--- src/rtl/ptk_pkg.sv ---
// ============================================================================
// ptk_pkg: shared types and constants for the priority table selector
// Holds the request and result payloads, mode and status codes, and the
// micro-operation codes that the controller issues to the datapath.
// ============================================================================
package ptk_pkg;

  localparam int CAPACITY_DEF  = 1024;
  localparam int MAX_BATCH_DEF = 64;
  localparam int KEY_WIDTH_DEF = 32;

  // Bit pattern of the largest finite single-precision float.
  localparam logic [63:0] MAX_PRIORITY_KEY = 64'h0000_0000_7F7F_FFFF;

  localparam logic [2:0] MODE_SELECT = 3'd0;
  localparam logic [2:0] MODE_SET    = 3'd1;
  localparam logic [2:0] MODE_APPEND = 3'd2;
  localparam logic [2:0] MODE_TRUNC  = 3'd3;
  localparam logic [2:0] MODE_SWAP   = 3'd4;
  localparam logic [2:0] MODE_RESET  = 3'd5;

  localparam logic [1:0] ST_OK    = 2'd0;
  localparam logic [1:0] ST_EMPTY = 2'd1;
  localparam logic [1:0] ST_RANGE = 2'd2;
  localparam logic [1:0] ST_FULL  = 2'd3;

  localparam int OP_W = 5;
  localparam logic [OP_W-1:0] OP_IDLE        = 5'd0;
  localparam logic [OP_W-1:0] OP_LOAD        = 5'd1;
  localparam logic [OP_W-1:0] OP_CAP_P       = 5'd2;
  localparam logic [OP_W-1:0] OP_OH_RD_NEXT  = 5'd3;
  localparam logic [OP_W-1:0] OP_SHIFT_DN    = 5'd4;
  localparam logic [OP_W-1:0] OP_CLR_CUR     = 5'd5;
  localparam logic [OP_W-1:0] OP_PR_RD_H     = 5'd6;
  localparam logic [OP_W-1:0] OP_INC_CUR     = 5'd7;
  localparam logic [OP_W-1:0] OP_INS_INIT    = 5'd8;
  localparam logic [OP_W-1:0] OP_OH_RD_PREV  = 5'd9;
  localparam logic [OP_W-1:0] OP_SHIFT_UP    = 5'd10;
  localparam logic [OP_W-1:0] OP_PLACE       = 5'd11;
  localparam logic [OP_W-1:0] OP_TRUNC_STEP  = 5'd12;
  localparam logic [OP_W-1:0] OP_SET_N       = 5'd13;
  localparam logic [OP_W-1:0] OP_RD_A        = 5'd14;
  localparam logic [OP_W-1:0] OP_RD_B        = 5'd15;
  localparam logic [OP_W-1:0] OP_CAP_B       = 5'd16;
  localparam logic [OP_W-1:0] OP_SWAP_W1     = 5'd17;
  localparam logic [OP_W-1:0] OP_SWAP_W2     = 5'd18;
  localparam logic [OP_W-1:0] OP_RST_STEP    = 5'd19;
  localparam logic [OP_W-1:0] OP_SEL_EMIT    = 5'd20;
  localparam logic [OP_W-1:0] OP_EMIT_STATUS = 5'd21;

  typedef struct packed {
    logic [2:0]  mode;
    logic [9:0]  handle_a;
    logic [9:0]  handle_b;
    logic [31:0] priority_key;
    logic [6:0]  pick_count;
    logic [10:0] new_count;
  } in_item_t;

  typedef struct packed {
    logic [9:0] picked_handle;
    logic       last;
    logic [1:0] status;
  } out_item_t;

  typedef struct packed {
    logic [OP_W-1:0] op;
    logic            set_status;
    logic [1:0]      status_code;
  } cmd_t;

  typedef struct packed {
    logic empty;
    logic ha_ok;
    logic hb_ok;
    logic full;
    logic keep_ok;
    logic rm_more;
    logic scan_more;
    logic cmp_hit;
    logic ins_more;
    logic loop_more;
    logic sel_last;
    logic out_free;
  } flags_t;

endpackage

--- src/rtl/ptk_ctrl.sv ---
// ============================================================================
// ptk_ctrl: sequencing state machine
// Accepts one request at a time and steps the datapath through the
// micro-operations of its mode.
// ============================================================================
module ptk_ctrl import ptk_pkg::*; (
  input  logic       clk,
  input  logic       rst,
  input  logic       in_valid,
  output logic       in_ready,
  input  logic [2:0] in_mode,
  input  flags_t     flags,
  output cmd_t       cmd
);

  localparam logic [4:0] S_IDLE     = 5'd0;
  localparam logic [4:0] S_CHECK    = 5'd1;
  localparam logic [4:0] S_SEL      = 5'd2;
  localparam logic [4:0] S_SEL_RD   = 5'd3;
  localparam logic [4:0] S_SP_CAP   = 5'd4;
  localparam logic [4:0] S_RM       = 5'd5;
  localparam logic [4:0] S_RM_W     = 5'd6;
  localparam logic [4:0] S_SCAN_INI = 5'd7;
  localparam logic [4:0] S_SCAN_RD  = 5'd8;
  localparam logic [4:0] S_SCAN_PR  = 5'd9;
  localparam logic [4:0] S_SCAN_CMP = 5'd10;
  localparam logic [4:0] S_INS_INI  = 5'd11;
  localparam logic [4:0] S_INS      = 5'd12;
  localparam logic [4:0] S_INS_W    = 5'd13;
  localparam logic [4:0] S_TR_RD    = 5'd14;
  localparam logic [4:0] S_TR_W     = 5'd15;
  localparam logic [4:0] S_SW_B     = 5'd16;
  localparam logic [4:0] S_SW_C     = 5'd17;
  localparam logic [4:0] S_SW_1     = 5'd18;
  localparam logic [4:0] S_SW_2     = 5'd19;
  localparam logic [4:0] S_RS       = 5'd20;
  localparam logic [4:0] S_FINISH   = 5'd21;

  logic [4:0] state, state_next;
  logic [2:0] mode_r;

  assign in_ready = state == S_IDLE;

  always_ff @(posedge clk) begin
    if (rst) begin
      state <= S_IDLE;
    end else begin
      state <= state_next;
    end
  end

  always_ff @(posedge clk) begin
    if (in_valid && in_ready) begin
      mode_r <= in_mode;
    end
  end

  // Next state and command for each step.
  always_comb begin
    state_next      = state;
    cmd.op          = OP_IDLE;
    cmd.set_status  = 1'b0;
    cmd.status_code = ST_OK;
    case (state)
      S_IDLE: begin
        if (in_valid) begin
          cmd.op     = OP_LOAD;
          state_next = S_CHECK;
        end
      end
      S_CHECK: begin
        case (mode_r)
          MODE_SELECT: begin
            if (flags.empty) begin
              cmd.set_status = 1'b1; cmd.status_code = ST_EMPTY;
              state_next = S_FINISH;
            end else begin
              state_next = S_SEL;
            end
          end
          MODE_SET: begin
            if (!flags.ha_ok) begin
              cmd.set_status = 1'b1; cmd.status_code = ST_RANGE;
              state_next = S_FINISH;
            end else begin
              cmd.op     = OP_RD_A;
              state_next = S_SP_CAP;
            end
          end
          MODE_APPEND: begin
            if (flags.full) begin
              cmd.set_status = 1'b1; cmd.status_code = ST_FULL;
              state_next = S_FINISH;
            end else begin
              state_next = S_SCAN_RD;
            end
          end
          MODE_TRUNC: begin
            if (!flags.keep_ok) begin
              cmd.set_status = 1'b1; cmd.status_code = ST_RANGE;
              state_next = S_FINISH;
            end else begin
              state_next = S_TR_RD;
            end
          end
          MODE_SWAP: begin
            if (!(flags.ha_ok && flags.hb_ok)) begin
              cmd.set_status = 1'b1; cmd.status_code = ST_RANGE;
              state_next = S_FINISH;
            end else begin
              cmd.op     = OP_RD_A;
              state_next = S_SW_B;
            end
          end
          MODE_RESET: state_next = S_RS;
          default:    state_next = S_FINISH;
        endcase
      end
      // Select: one read and one emit per pick.
      S_SEL: begin
        if (flags.out_free) begin
          cmd.op     = OP_SEL_EMIT;
          state_next = flags.sel_last ? S_IDLE : S_SEL_RD;
        end
      end
      S_SEL_RD: state_next = S_SEL;
      // Set priority: close the gap at the old slot.
      S_SP_CAP: begin
        cmd.op     = OP_CAP_P;
        state_next = S_RM;
      end
      S_RM: begin
        if (flags.rm_more) begin
          cmd.op     = OP_OH_RD_NEXT;
          state_next = S_RM_W;
        end else begin
          state_next = S_SCAN_INI;
        end
      end
      S_RM_W: begin
        cmd.op     = OP_SHIFT_DN;
        state_next = S_RM;
      end
      // Search for the insertion slot from the top.
      S_SCAN_INI: begin
        cmd.op     = OP_CLR_CUR;
        state_next = S_SCAN_RD;
      end
      S_SCAN_RD: state_next = flags.scan_more ? S_SCAN_PR : S_INS_INI;
      S_SCAN_PR: begin
        cmd.op     = OP_PR_RD_H;
        state_next = S_SCAN_CMP;
      end
      S_SCAN_CMP: begin
        if (flags.cmp_hit) begin
          cmd.op     = OP_INC_CUR;
          state_next = S_SCAN_RD;
        end else begin
          state_next = S_INS_INI;
        end
      end
      // Open a gap at the slot and place the entry.
      S_INS_INI: begin
        cmd.op     = OP_INS_INIT;
        state_next = S_INS;
      end
      S_INS: begin
        if (flags.ins_more) begin
          cmd.op     = OP_OH_RD_PREV;
          state_next = S_INS_W;
        end else begin
          cmd.op     = OP_PLACE;
          state_next = S_FINISH;
        end
      end
      S_INS_W: begin
        cmd.op     = OP_SHIFT_UP;
        state_next = S_INS;
      end
      // Truncate: compact the order keeping only surviving handles.
      S_TR_RD: begin
        if (flags.loop_more) begin
          state_next = S_TR_W;
        end else begin
          cmd.op     = OP_SET_N;
          state_next = S_FINISH;
        end
      end
      S_TR_W: begin
        cmd.op     = OP_TRUNC_STEP;
        state_next = S_TR_RD;
      end
      // Swap: read both entries, then write them crossed.
      S_SW_B: begin
        cmd.op     = OP_RD_B;
        state_next = S_SW_C;
      end
      S_SW_C: begin
        cmd.op     = OP_CAP_B;
        state_next = S_SW_1;
      end
      S_SW_1: begin
        cmd.op     = OP_SWAP_W1;
        state_next = S_SW_2;
      end
      S_SW_2: begin
        cmd.op     = OP_SWAP_W2;
        state_next = S_FINISH;
      end
      // Reset priorities: one entry per cycle.
      S_RS: begin
        if (flags.loop_more) begin
          cmd.op = OP_RST_STEP;
        end else begin
          state_next = S_FINISH;
        end
      end
      S_FINISH: begin
        if (flags.out_free) begin
          cmd.op     = OP_EMIT_STATUS;
          state_next = S_IDLE;
        end
      end
      default: state_next = S_IDLE;
    endcase
  end

endmodule

--- config.mk ---
export PLATFORM = sky130hd
export DESIGN_NAME = ptk_ctrl
export DESIGN_NICKNAME = d
export VERILOG_FILES = /design/src/rtl/ptk_pkg.sv /design/src/rtl/ptk_ctrl.sv
export SDC_FILE = /design/constraint.sdc
export NUM_CORES = 1
export LEC_CHECK = 0
export BUFFER_PORTS_ARGS = -buffer_cell sky130_fd_sc_hd__buf_2
export CAP_MARGIN = 40
export CORE_MARGIN = 5
export CORE_UTILIZATION = 48
export CTS_CLUSTER_SIZE = 10
export DETAILED_ROUTE_END_ITERATION = 12
export PLACE_DENSITY = 0.76
export RECOVER_POWER = 50
export SYNTH_ARGS = -nofsm -noshare
export SYNTH_HDL_FRONTEND = slang
export SYNTH_SLANG_ARGS = --single-unit
--- constraint.sdc ---
create_clock -name clk -period 1.7 [get_ports clk]
set_clock_uncertainty 0.05 [all_clocks]
set_input_delay 0.34 -clock clk [delete_from_list [all_inputs] [get_ports clk]]
set_output_delay 0.34 -clock clk [all_outputs]
set_load 0.1 [all_outputs]
==> flow_summary.toml, run 1 <==
[yosys]
syn_avg_cell_area_sq_um = 7.17
synth_area_sq_um = 1100
synthTopCellsByCount = "14 x a21oi_1, 14 x nand2_1, 11 x nor2_1, 7 x mux2i_1, 7 x o21ai_0"
synth_flop_cell = "dfxtp_1"
synth_cells = 153
synth_cell_type_count = 52
synth_largest_area_cell = "dfxtp_1"
synth.area.top_cells = "dfxtp_1 9.1%, edfxtp_1 8.2%, a21oi_1 6.4%"
synth_warnings = 0
synth-seq-cells = 8
synth.net_count = 171
ys_seq_area_share_pct = 17.3
async_flop_share_pct = 0
synth_edf_count = 3
synth_top_area_share_pct = 9.12

[place]
place_congestion = 1.05
dp_slack_ns = -0.448
dpl.hpwl_microns = 3720
port_buffers = 26

[clock_network]
numCtsBuffers = 3
clockRootBuffer = "clkbuf_4"
clock_path_buffers = 2
clkSinkCount = 8
htreeDepth = 1

[status]
error_line = "[ERROR DPL-0038] Utilization greater than 100%, impossible to legalize"
status = "did not finish"
failed_stage = "5_1_grt"

[die]
pin_count = 27
std_cell_rows = 17
die_x_microns = 57.8
start_util_pct = 50.1
die_y_microns = 57.8

[timing]
worst_endpoint = "cmd[4]"
worst_path_end_type = "output port"

[global_route]
grt_max_degree = 12
[logic make-up after synthesis]
family | Yosys count | share of synthesized area [%]
compound gates | 46 | 28.5
buf+inv | 19 | 8.10
flops | 8 | 17.3
mux | 8 | 7.41
simple gates | 72 | 38.7
[metrics by stage]
stage	instance area, sq um	TNS, ns	std cells	utilization [%]	hold WS, ns
after global placement	1880	-2.99	249	86.0	0.473
after CTS	2070	-4.69	261	94.4	0.206
after detailed placement	1880	-3.51	249	86.0	0.475
after floorplan	1270	-2.78	153	-	0.356
[repair_timing]
| action | in CTS |
|---|---|
| resized for setup | 30 |
| pin swaps | 9 |
| setup buffers | 9 |
| cloned | 0 |
| hold buffers | 0 |
| endpoints found under the setup margin | 14 |
==> run 2: changes to the inputs <==
Settings changed: CORE_AREA set to 5 5 66 68, CORE_MARGIN 5 to unset, CORE_UTILIZATION 48 to unset, CTS_CLUSTER_SIZE 10 to unset, DIE_AREA set to 0 0 71 73, PLACE_DENSITY 0.76 to unset, PLACE_DENSITY_LB_ADDON set to 0.15.
Clock period 1.7 ns to 2.2 ns, I/O delays scaled along.
==> flow_summary.toml, run 2 <==
[status]
status = "finished, violations left"
failed_checks = "setup timing"

[yosys]
async_flop_share_pct = 0
synthAdderAreaFrac_pct = 0
synthXorXnorAreaFrac_pct = 0
yosys.area_share.simple_pct = 38.7
synthTopCellsByCount = "14 x a21oi_1, 14 x nand2_1, 11 x nor2_1, 7 x mux2i_1, 7 x o21ai_0"
synth_cells = 153
synth_top_family_by_area = "simple AND/OR/NAND/NOR gates"
synth.area.top_cells = "dfxtp_1 9.1%, edfxtp_1 8.2%, a21oi_1 6.4%"
synth_cell_type_count = 52
ys_seq_area_share_pct = 17.3
synth_warnings = 0
synth.net_count = 171
synth_edf_count = 3
synth_area_sq_um = 1100
synth-seq-cells = 8
synth_flop_cell = "dfxtp_1"
syn_avg_cell_area_sq_um = 7.17
synth_top_area_share_pct = 9.12
synth.area.mux_share_pct = 7.41
synth_compound_area_share_pct = 28.5
synth_largest_area_cell = "dfxtp_1"

[global_route]
grt_overflow = 0
grt_pass1_wl_microns = 7840
grt_usage_pct = 19.1
grt_pass1_vias = 1643
antenna_found_initial = 0
grt_max_degree = 13

[final_layout]
final_cells = 288
antenna_cells = 0
drive_gt1_share_pct = 59.7
layout_commonest_cell = "buf_4"
top_register = "state"
area_delta_synth_final_pct = 104
mostFrequentLayoutCells = "50 x buf_4, 18 x buf_6, 17 x buf_2, 11 x a21oi_1, 10 x nor2_1"
final_nets = 257
largest_register_ffs = 5
largest_registers = "state x5, mode_r x3"

[critical_path]
critPathSlowestCell = "or4_4"
crit_type = "flop to primary output"
startpoint_type = "flop"
slowest_delay_ns = 0.55
reg2reg_to = "state[2]$_SDFFE_PP0P_"
r2r_cells = 10
worstSetupEndpointType = "primary output"
arrival_ns = 1.87
path_max_fanout = 6
r2r_start = "state[0]$_SDFFE_PP0P_"
worstPathRequired_ns = 1.71
rrSetupSlack_ns = 0.25
crit_chain = "buf_6, or2_4, mux2i_1, a32oi_1, nor2_1, or4_4, buf_12"

[pwr]
p_leak_uw = 0.000952
p_per_area_nw_per_um2 = 1560
peakVddDrop_mv = 1.05
power_uw = 3480

[worst_hold_path]
whs_endpoint = "mode_r[0]$_DFFE_PP_"
worstHoldPathType = "input pin to flop"
hp-start = "in_mode[0]"
whs_path_depth = 1

[clock_network]
clkSinkCount = 8
clk_pin_slew_worst_paths_ns = 0.05
clockRootBuffer = "clkbuf_8"
clock_path_buffers = 2
insertion_delay_ns = 0.24
cts_tree = "built"
htreeDepth = 1
ctsHoldBuffers = 0
numCtsBuffers = 3

[place]
dpl.hpwl_microns = 3460
port_buffers = 26
dp_cells = 266
place_congestion = 0.887

[die]
coreArea_sq_um = 3800
die_y_microns = 73
start_util_pct = 28.9
dieArea_sq_um = 5180
std_cell_rows = 23
pin_count = 27
die_x_microns = 71

[timing]
finalSetupViolCount = 5
worst_slew_pin_slew_ns = 0.418
final_max_slew_viol_count = 0
fin_crit_ns = 2.36
final.setup.tns_ns = -0.563
rsz0062_at_grt = "yes"
fin_ws_ns = -0.163
maxSlewHeadroom_pct = 72.0
finalHoldViolCount = 0
fin_crit_sh_pct = 107
clock.fmax_mhz = 423

[detailed_routing]
drc = 0
viasPerCell = 5.49
ant_nets = 0
totalWireLength_microns = 4630
vias = 1582
post_drt_wl_per_cell_microns = 16.1
dr.pass1.iters = 4
drt-initial-drc-count = 40

[run]
drv_cap = 0
run 2: cell type report:
cell class | instances | area, sq um
multi-input combinational | 126 | 1050
inverter | 5 | 18.8
clock buffer | 4 | 45.0
tap | 50 | 62.6
timing repair buffer | 95 | 851
sequential | 8 | 209
fill | 355 | 1560
run 2: metal layers:
metal | wire (microns) | track usage (%) | share of wire (%)
met1 | 1860 | 21.4 | 40
met2 | 2470 | 35.7 | 53
met3 | 147 | 1.93 | 3.2
met4 | 148 | 9.19 | 3.2
met5 | 0 | 0 | 0
run 2: worst max path at each step:
stage | from | to | slack [ns] | cells past startpoint
after global routing | state[4]$_SDFFE_PP0P_ | cmd[5] | -0.24 | 6
final | state[1]$_SDFFE_PP0P_ | cmd[3] | -0.16 | 7
after floorplan | state[4]$_SDFFE_PP0P_ | cmd[7] | -0.17 | 4
after detailed placement | state[1]$_SDFFE_PP0P_ | cmd[5] | -0.17 | 7
after CTS | state[4]$_SDFFE_PP0P_ | cmd[4] | -0.15 | 6
after global placement | state[1]$_SDFFE_PP0P_ | cmd[3] | -0.19 | 4
run 2: power breakdown:
part	switching, uW	internal, uW
Combinational	1600	1380
Clock	68.5	127
Sequential	77.9	229
Total	1750	1730
run 2: cells by family after synthesis:
family          after synthesis
mux                           8
simple gates                 72
flops                         8
buf+inv                      19
compound gates               46
run 2: stage by stage:
step	hold slack (ns)	util, %	setup slack, ns	cell area (sq um)
final	0.324	58.8	-0.163	2230
after detailed placement	0.569	47.8	-0.174	1820
after floorplan	0.456	-	-0.172	1200
after global placement	0.569	47.8	-0.187	1820
after global routing	0.318	58.8	-0.244	2230
after CTS	0.320	56.9	-0.155	2160
run 2: worst max-delay path: cells and delay by family, from the launching register on:
family / cells / cell delay [ns]
AOI/OAI and AO/OA: 1 / 0.17
and+or+nand+nor: 3 / 0.72
buffers and inverters: 2 / 0.29
muxes: 1 / 0.07
DFF: 1 / 0.38
run 2: timing repair:
action / in CTS / in global routing
endpoints found under the setup margin: 8 / 8
resized for setup: 52 / 13
pin swaps: 11 / 7
cloned: 1 / 0
setup buffers: 14 / 3
No activity file was read; power rests on OpenSTA's default activity.
